## config.mk

```make
export PLATFORM = sky130hd
export DESIGN_NAME = double_ended_queue_with_search_core
export DESIGN_NICKNAME = d
export VERILOG_FILES = /design/src/design/deq_pkg.sv /design/src/design/deq_ram.sv /design/src/design/deq_seq.sv /design/src/design/double_ended_queue_with_search_core.sv
export VERILOG_INCLUDE_DIRS = /design/src /design/src/design
export SDC_FILE = /design/constraint.sdc
export NUM_CORES = 1
export LEC_CHECK = 0
export BUFFER_PORTS_ARGS = -buffer_cell sky130_fd_sc_hd__buf_2
export CAP_MARGIN = 15
export CORE_MARGIN = 8
export CORE_UTILIZATION = 26
export CTS_CLUSTER_SIZE = 14
export DETAILED_ROUTE_END_ITERATION = 6
export GPL_TIMING_DRIVEN = 0
export PLACE_DENSITY = 0.41
export SYNTH_ARGS = -nofsm -noshare
export SYNTH_HDL_FRONTEND = slang
export SYNTH_SLANG_ARGS = --single-unit
```

## constraint.sdc

```tcl
create_clock -name clk -period 4.35 [get_ports clk]
set_input_delay 0.435 -clock clk [delete_from_list [all_inputs] [get_ports clk]]
set_output_delay 0.435 -clock clk [all_outputs]
set_load 0.01 [all_outputs]
```

## src/design/double_ended_queue_with_search_core_defines.svh

```systemverilog
// Assertion macros used by the deque sequencer.
`ifndef DOUBLE_ENDED_QUEUE_WITH_SEARCH_CORE_DEFINES_SVH
`define DOUBLE_ENDED_QUEUE_WITH_SEARCH_CORE_DEFINES_SVH

`ifndef SYNTHESIS
// Condition that must hold on every clock edge out of reset.
`define DEQ_ASSERT(lbl, prop, msg) \
	lbl: assert property (@(posedge clk) disable iff (!arst_n) (prop)) else $error(msg);
// Condition that, when true, implies another in the next cycle.
`define DEQ_ASSERT_NEXT(lbl, pre, post, msg) \
	lbl: assert property (@(posedge clk) disable iff (!arst_n) (pre) |=> (post)) \
		else $error(msg);
`else
`define DEQ_ASSERT(lbl, prop, msg)
`define DEQ_ASSERT_NEXT(lbl, pre, post, msg)
`endif

`endif

```

## src/design/deq_pkg.sv

```systemverilog
// Package: deque sizing constants, request and status codes, shared types.
package deq_pkg;

	localparam int DEPTH = 16;
	localparam int IDX_W = $clog2(DEPTH);
	localparam int CNT_W = $clog2(DEPTH + 1);
	localparam int DATA_W = 32;

	localparam logic [CNT_W-1:0] CNT_FULL = CNT_W'(DEPTH);
	localparam logic [CNT_W:0] SUM_DEPTH = (CNT_W + 1)'(DEPTH);
	localparam logic [IDX_W-1:0] IDX_LAST = IDX_W'(DEPTH - 1);

	localparam logic signed [DATA_W-1:0] EMPTY_MARK = -32'sd9999;

	typedef enum logic [2:0] {
		REQ_PUSH_REAR  = 3'd0,
		REQ_PUSH_FRONT = 3'd1,
		REQ_POP_REAR   = 3'd2,
		REQ_POP_FRONT  = 3'd3,
		REQ_SEARCH     = 3'd4
	} req_t;

	typedef enum logic [1:0] {
		ST_OK    = 2'd0,
		ST_EMPTY = 2'd1,
		ST_FULL  = 2'd2
	} status_t;

	typedef enum logic [2:0] {
		S_IDLE,
		S_EXEC,
		S_READ,
		S_SEARCH,
		S_DONE
	} seq_state_t;

	// Ring store access from the sequencer.
	typedef struct packed {
		logic              we;
		logic [IDX_W-1:0]  waddr;
		logic [DATA_W-1:0] wdata;
		logic              re;
		logic [IDX_W-1:0]  raddr;
	} ram_req_t;

	// Finished transaction handed to the output register.
	typedef struct packed {
		logic              done;
		logic [DATA_W-1:0] value;
		logic [1:0]        status;
		logic              found;
	} seq_rsp_t;

	// Ring position base + off, off in 0..DEPTH, base below DEPTH.
	function automatic logic [IDX_W-1:0] ring_pos(input logic [IDX_W-1:0] base,
		input logic [CNT_W-1:0] off);
		logic [CNT_W:0] sum;
		sum = (CNT_W + 1)'(base) + (CNT_W + 1)'(off);
		if (sum >= SUM_DEPTH) begin
			sum = sum - SUM_DEPTH;
		end
		return sum[IDX_W-1:0];
	endfunction

endpackage

```

## src/design/deq_ram.sv

```systemverilog
// Generic simple dual-port RAM: one write port, one registered read port.
module deq_ram #(
	parameter int WIDTH = 32,
	parameter int DEPTH = 16
) (
	input  logic                     clk,
	input  logic                     we,
	input  logic [$clog2(DEPTH)-1:0] waddr,
	input  logic [WIDTH-1:0]         wdata,
	input  logic                     re,
	input  logic [$clog2(DEPTH)-1:0] raddr,
	output logic [WIDTH-1:0]         rdata
);

	logic [WIDTH-1:0] mem_q [DEPTH];
	logic [WIDTH-1:0] rdata_q;

	always_ff @(posedge clk) begin
		if (we) begin
			mem_q[waddr] <= wdata;
		end
		if (re) begin
			rdata_q <= mem_q[raddr];
		end
	end

	assign rdata = rdata_q;

endmodule

```

## src/design/deq_seq.sv

```systemverilog
// Sequencer: request decode, head/count pointers and the shared search compare.
`include "double_ended_queue_with_search_core_defines.svh"

module deq_seq
	import deq_pkg::*;
(
	input  logic                     clk,
	input  logic                     arst_n,
	input  logic                     req_valid,
	input  logic [2:0]               req_type,
	input  logic signed [DATA_W-1:0] value,
	output logic                     busy,
	output ram_req_t                 ram_req,
	input  logic [DATA_W-1:0]        ram_rdata,
	input  logic                     rsp_free,
	output seq_rsp_t                 rsp
);

	seq_state_t state_q, state_d;

	logic [2:0]        req_q;
	logic [DATA_W-1:0] key_q;
	logic [IDX_W-1:0]  head_q;
	logic [CNT_W-1:0]  count_q;
	logic [IDX_W-1:0]  addr_q;
	logic [CNT_W-1:0]  remain_q;
	logic              cmp_v_q;
	logic              hit_q;
	logic [DATA_W-1:0] res_value_q;
	logic [1:0]        res_status_q;

	logic             is_full;
	logic             is_empty;
	logic             is_push;
	logic [IDX_W-1:0] head_dec;
	logic             match;

	assign is_full  = (count_q == CNT_FULL);
	assign is_empty = (count_q == '0);
	assign is_push  = req_q inside {REQ_PUSH_REAR, REQ_PUSH_FRONT};
	assign head_dec = (head_q == '0) ? IDX_LAST : head_q - IDX_W'(1);
	assign match    = cmp_v_q && (ram_rdata == key_q);

	always_ff @(posedge clk or negedge arst_n) begin
		if (!arst_n) begin
			state_q <= S_IDLE;
		end else begin
			state_q <= state_d;
		end
	end

	always_comb begin
		state_d       = state_q;
		ram_req       = '0;
		ram_req.wdata = key_q;
		case (state_q)
			S_IDLE: begin
				if (req_valid) begin
					state_d = S_EXEC;
				end
			end
			S_EXEC: begin
				state_d = S_DONE;
				case (req_q)
					REQ_PUSH_REAR: begin
						ram_req.we    = !is_full;
						ram_req.waddr = ring_pos(head_q, count_q);
					end
					REQ_PUSH_FRONT: begin
						ram_req.we    = !is_full;
						ram_req.waddr = head_dec;
					end
					REQ_POP_REAR: begin
						ram_req.re    = !is_empty;
						ram_req.raddr = ring_pos(head_q, count_q - CNT_W'(1));
						if (!is_empty) begin
							state_d = S_READ;
						end
					end
					REQ_POP_FRONT: begin
						ram_req.re    = !is_empty;
						ram_req.raddr = head_q;
						if (!is_empty) begin
							state_d = S_READ;
						end
					end
					REQ_SEARCH: begin
						state_d = S_SEARCH;
					end
					default: begin
						state_d = S_DONE;
					end
				endcase
			end
			S_READ: begin
				state_d = S_DONE;
			end
			S_SEARCH: begin
				ram_req.re    = (remain_q != '0);
				ram_req.raddr = addr_q;
				if (remain_q == '0) begin
					state_d = S_DONE;
				end
			end
			S_DONE: begin
				if (rsp_free) begin
					state_d = S_IDLE;
				end
			end
			default: begin
				state_d = S_IDLE;
			end
		endcase
	end

	// Pointers are control state; results are payload.
	always_ff @(posedge clk or negedge arst_n) begin
		if (!arst_n) begin
			head_q  <= '0;
			count_q <= '0;
		end else if (state_q == S_EXEC) begin
			case (req_q)
				REQ_PUSH_REAR: begin
					if (!is_full) begin
						count_q <= count_q + CNT_W'(1);
					end
				end
				REQ_PUSH_FRONT: begin
					if (!is_full) begin
						head_q  <= head_dec;
						count_q <= count_q + CNT_W'(1);
					end
				end
				REQ_POP_REAR: begin
					if (!is_empty) begin
						count_q <= count_q - CNT_W'(1);
					end
				end
				REQ_POP_FRONT: begin
					if (!is_empty) begin
						head_q  <= ring_pos(head_q, CNT_W'(1));
						count_q <= count_q - CNT_W'(1);
					end
				end
				default: begin
				end
			endcase
		end
	end

	always_ff @(posedge clk) begin
		case (state_q)
			S_IDLE: begin
				req_q        <= req_type;
				key_q        <= value;
				res_value_q  <= '0;
				res_status_q <= ST_OK;
				hit_q        <= 1'b0;
				cmp_v_q      <= 1'b0;
			end
			S_EXEC: begin
				addr_q   <= head_q;
				remain_q <= count_q;
				cmp_v_q  <= 1'b0;
				if (is_push && is_full) begin
					res_status_q <= ST_FULL;
				end
				if ((req_q == REQ_POP_REAR || req_q == REQ_POP_FRONT) && is_empty) begin
					res_status_q <= ST_EMPTY;
					res_value_q  <= EMPTY_MARK;
				end
			end
			S_READ: begin
				res_value_q <= ram_rdata;
			end
			S_SEARCH: begin
				// Compare of the entry read last cycle overlaps the next read.
				hit_q   <= hit_q | match;
				cmp_v_q <= (remain_q != '0);
				if (remain_q != '0) begin
					addr_q   <= ring_pos(addr_q, CNT_W'(1));
					remain_q <= remain_q - CNT_W'(1);
				end
			end
			default: begin
			end
		endcase
	end

	assign busy       = (state_q != S_IDLE);
	assign rsp.done   = (state_q == S_DONE);
	assign rsp.value  = res_value_q;
	assign rsp.status = res_status_q;
	assign rsp.found  = hit_q;

	`DEQ_ASSERT(a_count_bound, count_q <= CNT_FULL, "entry count above depth")
	`DEQ_ASSERT(a_head_bound, 32'(head_q) < DEPTH, "head index outside ring")
	`DEQ_ASSERT_NEXT(a_accept_exec, state_q == S_IDLE && req_valid, state_q == S_EXEC, "accept did not start execution")
	`DEQ_ASSERT_NEXT(a_done_hold, state_q == S_DONE && !rsp_free, state_q == S_DONE && $stable(res_value_q), "result lost while output busy")

endmodule

```

## src/design/double_ended_queue_with_search_core.sv

```systemverilog
// Top level of the double-ended queue with search: ring store, sequencer, output register.
//
// A bounded double-ended queue of DEPTH (16) signed 32-bit values held in a
// ring store. Each request transaction pushes at the rear or front, pops from
// the rear or front, or searches for a value, and yields exactly one response
// transaction. A pop from an empty queue answers -9999 with status empty; a
// push to a full queue is dropped and answered with status full; a search
// reports found when any held entry equals the value. Unknown request codes
// answer all zeros and leave the queue untouched. Requests are handled one at
// a time: req_stall is high from acceptance until the response is handed to
// the output register. A push executes and then hands over its response;
// a pop adds a registered RAM read before the hand-over; a search walks the
// held entries with the one shared compare unit through the single RAM read
// port, one entry per cycle, and makes the last compare before the hand-over.
// Output stalls delay the hand-over only while the output register is still
// holding an earlier response. The output register lets a new request be
// accepted while the previous response is still stalled. The ring store has
// no reset; only entries that have been written are ever read.
module double_ended_queue_with_search_core
	import deq_pkg::*;
(
	input  logic                     clk,
	input  logic                     arst_n,
	input  logic                     req_valid,
	output logic                     req_stall,
	input  logic [2:0]               req_type,
	input  logic signed [DATA_W-1:0] value,
	output logic                     rsp_valid,
	input  logic                     rsp_stall,
	output logic signed [DATA_W-1:0] result_value,
	output logic [1:0]               status,
	output logic                     found
);

	ram_req_t          ram_req;
	logic [DATA_W-1:0] ram_rdata;
	seq_rsp_t          seq_rsp;
	logic              busy;
	logic              rsp_free;

	logic              rsp_valid_q;
	logic [DATA_W-1:0] rsp_value_q;
	logic [1:0]        rsp_status_q;
	logic              rsp_found_q;

	// Ring store.
	deq_ram #(
		.WIDTH(DATA_W),
		.DEPTH(DEPTH)
	) u_ring (
		.clk  (clk),
		.we   (ram_req.we),
		.waddr(ram_req.waddr),
		.wdata(ram_req.wdata),
		.re   (ram_req.re),
		.raddr(ram_req.raddr),
		.rdata(ram_rdata)
	);

	// Request sequencer with the shared search compare.
	deq_seq u_seq (
		.clk      (clk),
		.arst_n   (arst_n),
		.req_valid(req_valid),
		.req_type (req_type),
		.value    (value),
		.busy     (busy),
		.ram_req  (ram_req),
		.ram_rdata(ram_rdata),
		.rsp_free (rsp_free),
		.rsp      (seq_rsp)
	);

	assign req_stall = busy;

	// Output register: free when empty or being drained this cycle.
	assign rsp_free = !rsp_valid_q || !rsp_stall;

	always_ff @(posedge clk or negedge arst_n) begin
		if (!arst_n) begin
			rsp_valid_q <= 1'b0;
		end else if (seq_rsp.done && rsp_free) begin
			rsp_valid_q <= 1'b1;
		end else if (!rsp_stall) begin
			rsp_valid_q <= 1'b0;
		end
	end

	always_ff @(posedge clk) begin
		if (seq_rsp.done && rsp_free) begin
			rsp_value_q  <= seq_rsp.value;
			rsp_status_q <= seq_rsp.status;
			rsp_found_q  <= seq_rsp.found;
		end
	end

	assign rsp_valid    = rsp_valid_q;
	assign result_value = rsp_value_q;
	assign status       = rsp_status_q;
	assign found        = rsp_found_q;

endmodule

```

======== After elaboration in Yosys (flattened, before gate mapping) ========
Memory sizes are Yosys's and may differ from the RTL's. A register that Yosys moved wholly into a read port is not among the register bits.
Cells that the tools add are included.
storage, ports and cells
  register bits ........................... 128
  bits in writable memories ............... 512
  bits of input ports ..................... 39
  output and inout bits ................... 37
  word-level logic and storage cells ...... 124
  memories kept ........................... 1
memories
  name          depth  width  rd ports  clocked after Yosys merged registers in  write ports  line           RTL
  u_ring.mem_q  16     32     1         1                                        1            deq_ram.sv:15  logic [WIDTH-1:0] mem_q [DEPTH];
operators by class
  add/subtract/negate cells ............... 12
  magnitude comparators ................... 4
  equal/unequal tests ..................... 21
  multiplexer cells ....................... 36
  bitwise gates (word level) .............. 1
  reductions and logical operators ........ 34
operator list
  cell                                                  number
  one-hot mux 32 bit (3 select lines)                   1
  one-hot mux 5 bit (2 select lines)                    5
  equality test 32 bit                                  1
  two-way mux 32 bit                                    1
  two-way mux 4 bit                                     8
  two-way mux 5 bit                                     4
  subtractor 4 x 1 -> 4 bit (second input constant)     5
  one-hot mux 4 bit (2 select lines)                    2
  one-hot mux 3 bit (5 select lines)                    1
  nonzero test 2 bit                                    7
  adder 4 x 5 -> 6 bit                                  2
  equality test 3 x 2 -> 1 bit (second input constant)  4
  >= comparator 6 x 5 -> 1 bit (second input constant)  2
  two-way mux 3 bit                                     4
  != test 2 bit (second input constant)                 6
  adder 4 x 1 -> 5 bit (second input constant)          2
  >= comparator 5 bit (second input constant)           2
  zero test 5 bit                                       2
  subtractor 5 x 1 -> 5 bit (second input constant)     2
  != test 2 x 1 -> 1 bit (second input constant)        4
  AND reduction 4 bit                                   2
  equality test 3 x 1 -> 1 bit (second input constant)  2
  equality test 3 bit (second input constant)           2
  zero test 3 bit                                       2
  other kinds (18)                                      35

======== Logic depth before layout (Yosys ltp) ========
Gate-level depths: netlist of the first run.
  depth in word-level cells ............... 7
  mapped depth ............................ 11
  mapped depth without buffers ............ 10

======== Cells and area by module ========
A second synthesis of the first run with hierarchy kept.
unflattened totals
  cells, all modules ...................... 1270
  area, all modules ....................... 25739.7 µm²
modules (own cells, without submodules)
  module                               times used  cells an instance  area each (µm²)  sequential area each (µm²)
  deq_ram                              1           838                20155.6          16335.7
  deq_seq                              1           393                4485.6           2702.6
  double_ended_queue_with_search_core  1           39                 1098.6           1076.0

======== Worst setup path before layout of the first run ========
OpenSTA, ideal clock, no wires.
  path type ............................... register to register
  from .................................... reg u_seq.req_q[2]
  to ...................................... reg u_ring.rdata_q[0], in the netlist u_ring.rdata[0], read port of u_ring.mem_q, enable pin
  library setup time ...................... 0.466 ns
  arrival time ............................ 3.384 ns
  data required time ...................... 3.884 ns
  path slack .............................. 0.501 ns
  cell stages (with the launch flop) ...... 5
  buffers on the path ..................... 1
  clock period less this slack ............ 3.849 ns
  cell sequence ........................... edfxtp_1 -> nor2b_1 -> clkbuf_1 -> nand2_1 -> o21ai_0
RTL lines
  element                   line            RTL
  start: declaration        deq_seq.sv:21   logic [2:0] req_q;
  start signal: assignment  deq_seq.sv:154  req_q <= req_type;
  end: declaration          deq_ram.sv:16   logic [WIDTH-1:0] rdata_q;

======== Final worst setup path of the first run ========
  from .................................... reg u_seq.count_q[1]
  to ...................................... reg u_ring.rdata_q[28], in the netlist u_ring.rdata[28], read port of u_ring.mem_q (data pin)
on the way
  longest elaborated chain between the ends .. 6
  elaborated cells on any way between the ends .. 9
  those cells by class .................... 3 x add/sub; 1 x order compare; 3 x mux; 2 x reduce/logical
RTL lines
  element                                                                           line                          RTL
  start: declaration                                                                deq_seq.sv:24                 logic [CNT_W-1:0] count_q;
  start signal: assignment                                                          deq_seq.sv:125                count_q <= count_q + CNT_W'(1);
  start signal: assignment                                                          deq_seq.sv:131                count_q <= count_q + CNT_W'(1);
  start signal: assignment                                                          deq_seq.sv:136                count_q <= count_q - CNT_W'(1);
  subtractor 5 x 1 -> 5 bit                                                         deq_seq.sv:75                 ram_req.raddr = ring_pos(head_q, count_q - CNT_W'(1));
  adder 4 x 5 -> 6 bit                                                              deq_pkg.sv:58                 sum = (CNT_W + 1)'(base) + (CNT_W + 1)'(off);
  >= comparator 6 x 5 -> 1 bit / subtractor 4 x 1 -> 4 bit (equally long branches)  deq_pkg.sv:59, deq_pkg.sv:60
  two-way mux 4 bit                                                                 deq_pkg.sv:59                 if (sum >= SUM_DEPTH) begin
  one-hot mux 5 bit (2 select lines) *                                              deq_seq.sv:64                 case (req_q)
  one-hot mux 5 bit (2 select lines) *                                              deq_seq.sv:56                 case (state_q)
Every way passes the cells marked *; elsewhere a longest branch is shown, timed or not.
A chain may end at the register's enable or synchronous reset.

==> results.toml, run 1 <==
[cells_and_area]
fin_area_um2 = 32000
final_cells = 3191
area_growth_pct = 20.9
layout-drive-gt1-share = 0.178
fin_nets = 1818
n_antenna_cell = 0

[sta]
finalSetupViolations = 0
fin_crit_ps = 4190
max_slew_margin = 0.339
fmax_ghz = 0.239
rsz0062_at_grt = "false"
fin_skew_ps = 23.2
finalHoldViolCount = 0
post-route-period-util = 0.964
hold_slack_ps = 20.3
tightest_slew_ps = 986
slew_violations = 0
finalSetupTns_ps = 0

[routing]
drt_pass1_iterations = 5
vias = 14300
drtIter0Drc = 1056
post_drt_wl_per_cell_um = 23.2
ant_nets = 0
drc = 0
wirelength_um = 74100
vias_per_cell = 4.47

[clocking]
cts.sinks = 672
cts_made_buffers = 77
cts-root-buf = "clkbuf_16"
clk_latency_ps = 620
cts_tree = "built"
htree_levels = 3
path_clk_slew_ps = 60
clockBufferDepth = 3

[floorplan]
die_area_um2 = 112000
ios = 76
rows = 117
start_util = 0.261
die_w_um = 335
fp.coreArea_um2 = 101000
die_h_um = 335

[power]
p_per_area_nw_per_um2 = 627
p_sw_mw = 6.17
comb_power_share = 0.210
cellInternalPower_mw = 13.9
static-leakage-power_nw = 11.7
power_frac_clock = 0.310
switching_share = 0.307
ir_drop_mv = 0.317
seqPwrFrac = 0.480
p_total_mw = 20.1

[setup_path]
crit_path_max_fanout = 10
r2r_start = "u_seq.count_q[1]"
worst_ep_arrival_time_ps = 4550
crit_type = "flip-flop to flip-flop"
cp-startpoint = "u_seq.count_q[1]"
crit_path_end_kind = "flip-flop"
r2r_cells = 12
regToRegSetupSlack_ps = 160
startpoint_type = "flip-flop"
rr_endpoint = "u_ring.rdata[28]"
critical_path_required_ps = 4710

[yosys]
ys.flop_type = "edfxtp_1"
seq_area_frac_synth = 0.759
synth_cell_types = 61
syn_area_per_cell_um2 = 17.1
netlist.area_leader.share = 0.747
synth_area_leaders = "edfxtp_1 (75%), mux2i_1 (7.4%), nand2_1 (3.0%)"
synth-edff-count = 659
syn_inst = 1547
syn_area_um2 = 26500
synth_nets = 1601
synthArstFlopShare = 0.0193
synth_common_cells = "edfxtp_1 (659), nand2_1 (215), mux2i_1 (195), a32o_1 (64), a221oi_1 (60)"
synth_warnings = 0
yosysMostFrequentCell = "edfxtp_1"
synth-seq-cells = 672
post-synth-top-area-cell = "edfxtp_1"

[placement]
portBuffers = 75
dp_hpwl_um = 50000
gp_routability_congestion = 0.762
dp_cells = 3015
dpl_cell_area_um2 = 29200

[worst_hold_path]
hold_path_class = "primary input to flip-flop"
holdPathEnd = "u_seq.key_q[23]"
worstHoldStart = "value[23]"
hold_path_depth = 1

[run]
drv_cap = 0

[global_routing]
grt_max_degree = 33
grt-ovfl-total = 0
grt_pass1_vias = 14800
grt_use_total = 0.130
antenna_found_initial = 2
grt_pass1_wl_um = 107000

[run_status]
status = "complete, no violations"
## layout make-up
class / instances / area [um^2]
Multi-Input combinational cell: 775 / 6020
Clock buffer: 102 / 2110
Timing Repair Buffer: 138 / 1240
Sequential cell: 672 / 20100
Fill cell: 9857 / 69400
Clock inverter: 36 / 302
Buffer: 84 / 469
Inverter: 16 / 60.1
Tap cell: 1368 / 1710
## worst max-delay path, cell delays in order, from the launching register on
cell             delay (ps)
dfrtp_1                 510
inv_1                   130
ha_1                    250
xor2_1                  160
ha_1                    340
xor2_1                  190
o221ai_2                190
a221oi_2                360
buf_4                   270
clkdlybuf4s15_1         840
a32o_1                  290
a221oi_1                 70
mux2_2                  320
## logic make-up after synthesis
kind of cell	count (synthesis)	synth area share
compound gates	186	0.0614
xor+xnor	53	0.0175
fa+ha+maj	15	0.00765
buf+inv	100	0.0197
flops	672	0.759
mux	227	0.0873
simple gates	294	0.0474
## state kept, by name, summed over array words and instances (netlist names)
name	cells
found	1
result_value	32
rsp_valid	1
status	2
u_ring.mem_q	512
u_ring.rdata	32
u_seq.addr_q	4
u_seq.cmp_v_q	1
u_seq.count_q	5
u_seq.head_q	4
u_seq.hit_q	1
u_seq.key_q	32
u_seq.remain_q	5
u_seq.req_q	3
u_seq.res_status_q	2
u_seq.res_value_q	32
u_seq.state_q	3
## cell usage in the layout (no fill, tap or decap), types with 12 or more instances in the layout
master / instances
a21oi_1: 16
a32o_1: 64
buf_6: 14
dlygate4sd3_1: 35
clkinv_2: 12
mux2_2: 32
xnor2_1: 41
xor2_1: 12
inv_1: 15
nor2_1: 13
o21ai_0: 14
clkbuf_16: 81
ha_1: 13
nor2_4: 17
edfxtp_1: 659
clkbuf_1: 55
buf_2: 109
a221oi_1: 60
dfrtp_1: 13
mux2i_1: 195
clkinv_1: 13
nand2_1: 215
buf_12: 20
## per-layer routing
| layer | track usage | vias to the layer above | share of wire |
|---|---|---|---|
| met5 | 0 | - | 0 |
| met4 | 0.0325 | 0 | 0.016 |
| met3 | 0.0174 | 79 | 0.048 |
| met2 | 0.212 | 373 | 0.47 |
| met1 | 0.181 | 7305 | 0.47 |
| li1 | - | 6505 | - |
## per-stage QoR
stage	utilization	worst slack, ps
4_1_cts	0.316	14.3
3_3_place_gp	0.282	-2970
6_report	0.316	157
3_5_place_dp	0.288	-151
2_1_floorplan	-	501
5_1_grt	0.316	16.7
## worst max path at each step
stage | endpoint | slack (ps)
final | u_ring.rdata[28] | 160
after global routing | u_ring.rdata[28] | 20
after CTS | u_ring.rdata[9] | 10
after detailed placement | u_ring.rdata[12] | -150
after global placement | u_ring.rdata[13] | -2970
after floorplan | u_ring.rdata[0] | 500
## power by group through the flow
| stage | clock network [mW] | registers (mW) | logic, mW |
|---|---|---|---|
| 2_1_floorplan | 0 | 9.37 | 2.60 |
| 4_1_cts | 6.41 | 9.65 | 4.33 |
| 3_3_place_gp | 0 | 9.79 | 4.08 |
| 3_5_place_dp | 0 | 9.78 | 4.27 |
| 6_report | 6.22 | 9.63 | 4.22 |
| 5_1_grt | 6.65 | 9.77 | 4.61 |
## what timing repair did
action / CTS / global route
hold buffers: 35 / 0
pin swaps: 1 / 0
endpoints found under the setup margin: 28 / 15
gates resized for setup: 0 / 3
buffers inserted: 3 / 0
endpoints found under the hold margin: 47 / 0
No activity file was read; power rests on OpenSTA's default activity.
==> inputs of run 2 (changes only) <==
--- a/config.mk
+++ b/config.mk
@@ -7,4 +7,5 @@
 export NUM_CORES = 1
 export LEC_CHECK = 0
+export ABC_CLOCK_PERIOD_IN_PS = 5380
 export BUFFER_PORTS_ARGS = -buffer_cell sky130_fd_sc_hd__buf_2
 export CAP_MARGIN = 15
==> constraint.sdc (replaced) <==
create_clock -name clk -period 5.38 [get_ports clk]
set_input_delay 0.269 -clock clk [delete_from_list [all_inputs] [get_ports clk]]
set_output_delay 0.269 -clock clk [all_outputs]
set_load 0.01 [all_outputs]
==> results.toml, run 2 (synthesized netlist as in run 1, its figures left out) <==
[run_status]
status = "complete, no violations"

[placement]
dp_hpwl_um = 50000
gp_routability_congestion = 0.762
dpl_cell_area_um2 = 29200
dp_cells = 3015
place_ws_ps = 879
portBuffers = 75

[cells_and_area]
area_growth_pct = 20.8
largest_reg_flops = 512
final.fill_count = 9860
layout-drive-gt1-share = 0.176
final_cells = 3191
fin_area_um2 = 32000
mostFrequentLayoutCell = "edfxtp_1"
regMostFlops = "u_ring.mem_q"
final_cell_mix = "edfxtp_1 (659), nand2_1 (215), mux2i_1 (195)"
fin_nets = 1818
n_antenna_cell = 0

[setup_path]
critical_path_required_ps = 5750
path_delay_family = "compound AO/OA/AOI/OAI gates"
crit_path_end_kind = "flip-flop"
crit_path_max_fanout = 10
r2r_cells = 10
cp_num_buf_inv = 2
cp-startpoint = "u_seq.count_q[1]"
startpoint_type = "flip-flop"
worst_ep_arrival_time_ps = 4790
crit_path_top_delay_cell = "a22oi_2"
crit_type = "flip-flop to flip-flop"
path_cells = "inv_1 > ha_1 > fa_1 > nand2b_1 > nand4_2 > a22oi_2 > clkbuf_1 > a32o_1 > a221oi_1 > mux2_2"
r2r_start = "u_seq.count_q[1]"
critPathMaxStageDelay_ps = 1040
path_depth = 10

[sta]
fmax_ghz = 0.226
post-route-period-util = 0.822
rsz0062_at_grt = "false"
tightest_slew_ps = 1260
finalSetupTns_ps = 0
fin_skew_ps = 25.6
finalHoldViolCount = 0
max_slew_margin = 0.161
finalSetupViolations = 0
fin_crit_ps = 4420
slew_violations = 0
worst_slack_ps = 958

[clocking]
cts_resized = 0
clk_latency_ps = 630
cts_made_buffers = 77
path_clk_slew_ps = 60
cts-root-buf = "clkbuf_16"
cts_tree = "built"
cts_setup_buffers = 0
htree_levels = 3
cts.sinks = 672
clockBufferDepth = 3

[global_routing]
use_met1 = 0.181
use_met3 = 0.0174
grt-ovfl-total = 0
antenna_found_initial = 2
grt.busiest_layer = "met2"
grt_use_total = 0.130
grt_max_degree = 33
grt_pass1_wl_um = 107000
use_met2 = 0.212
grt_pass1_vias = 14800

[worst_hold_path]
hold_path_class = "primary input to async pin"

[floorplan]
ios = 76
die_area_um2 = 112000
die_h_um = 335
die_w_um = 335
rows = 117
start_util = 0.261
fp.coreArea_um2 = 101000

[routing]
vias_per_cell = 4.46
drc = 0
drtIter0Drc = 1062
vias = 14200
drt_pass1_iterations = 5
wirelength_um = 74000
post_drt_wl_per_cell_um = 23.2
ant_nets = 0

[run]
drv_cap = 0

[power]
static-leakage-power_nw = 11.7
ir_drop_mv = 0.255
p_per_area_nw_per_um2 = 507
==> run 2: cell types whose count changed in the layout (fill, tap and decap cells not counted) <==
cell / delta
dlygate4sd3_1: +3
nor2_4: -1
clkdlybuf4s15_1: -1
buf_4: -2
buf_12: -1
nor2_2: +1
clkbuf_1: +1
==> run 2: worst reg2reg max path: stages (launching register included) <==
cell      delay, ps
dfrtp_1         510
inv_1           130
ha_1            330
fa_1            450
nand2b_1        140
nand4_2         160
a22oi_2        1040
clkbuf_1        730
a32o_1          340
a221oi_1         70
mux2_2          280
==> run 2: cell type report <==
class / count / area, um^2 / area share
clock inverter: 36 / 302 / 0.00942
sequential: 672 / 20100 / 0.628
buffer: 84 / 463 / 0.0145
timing repair buffer: 138 / 1240 / 0.0386
tap: 1368 / 1710 / 0.0535
multi-input combinational: 775 / 6020 / 0.188
inverter: 16 / 60.1 / 0.00188
clock buffer: 102 / 2110 / 0.0658
==> run 2: report_power, final <==
group	switching, mW	internal [mW]	total [mW]
sequential	0.769	7.02	7.79
combinational	2.12	1.27	3.39
clock	2.09	2.95	5.04
==> run 2: path summary, 6_finish.rpt <==
check                      slack, ps                to
hold / removal                   110  u_seq.state_q[2]
setup reg to reg                 960  u_ring.rdata[23]
setup / recovery                 960  u_ring.rdata[23]
hold reg to reg                  420   result_value[2]
min in group clk                 360   u_seq.key_q[17]
max in group asynchronous       5000  u_seq.count_q[3]
==> run 2: stage by stage <==
stage	total power, mW	util	hold slack (ps)
floorplan	9.68	-	-26.6
global placement	11.2	0.282	202
detailed placement	11.4	0.288	204
CTS	16.5	0.316	109
global route	17.0	0.316	154
finish	16.2	0.316	108
==> run 2: routing by layer <==
layer	wire [um]	part of all wire	vias up
met5	0	0	-
met4	1200	0.016	0
met3	3300	0.045	81
met2	34500	0.47	341
met1	35000	0.47	7297
li1	-	-	6500
==> run 2: what timing repair did <==
item	CTS	global route
hold buffers	38	0
endpoints found under the hold margin	54	0
endpoints found under the setup margin	0	0
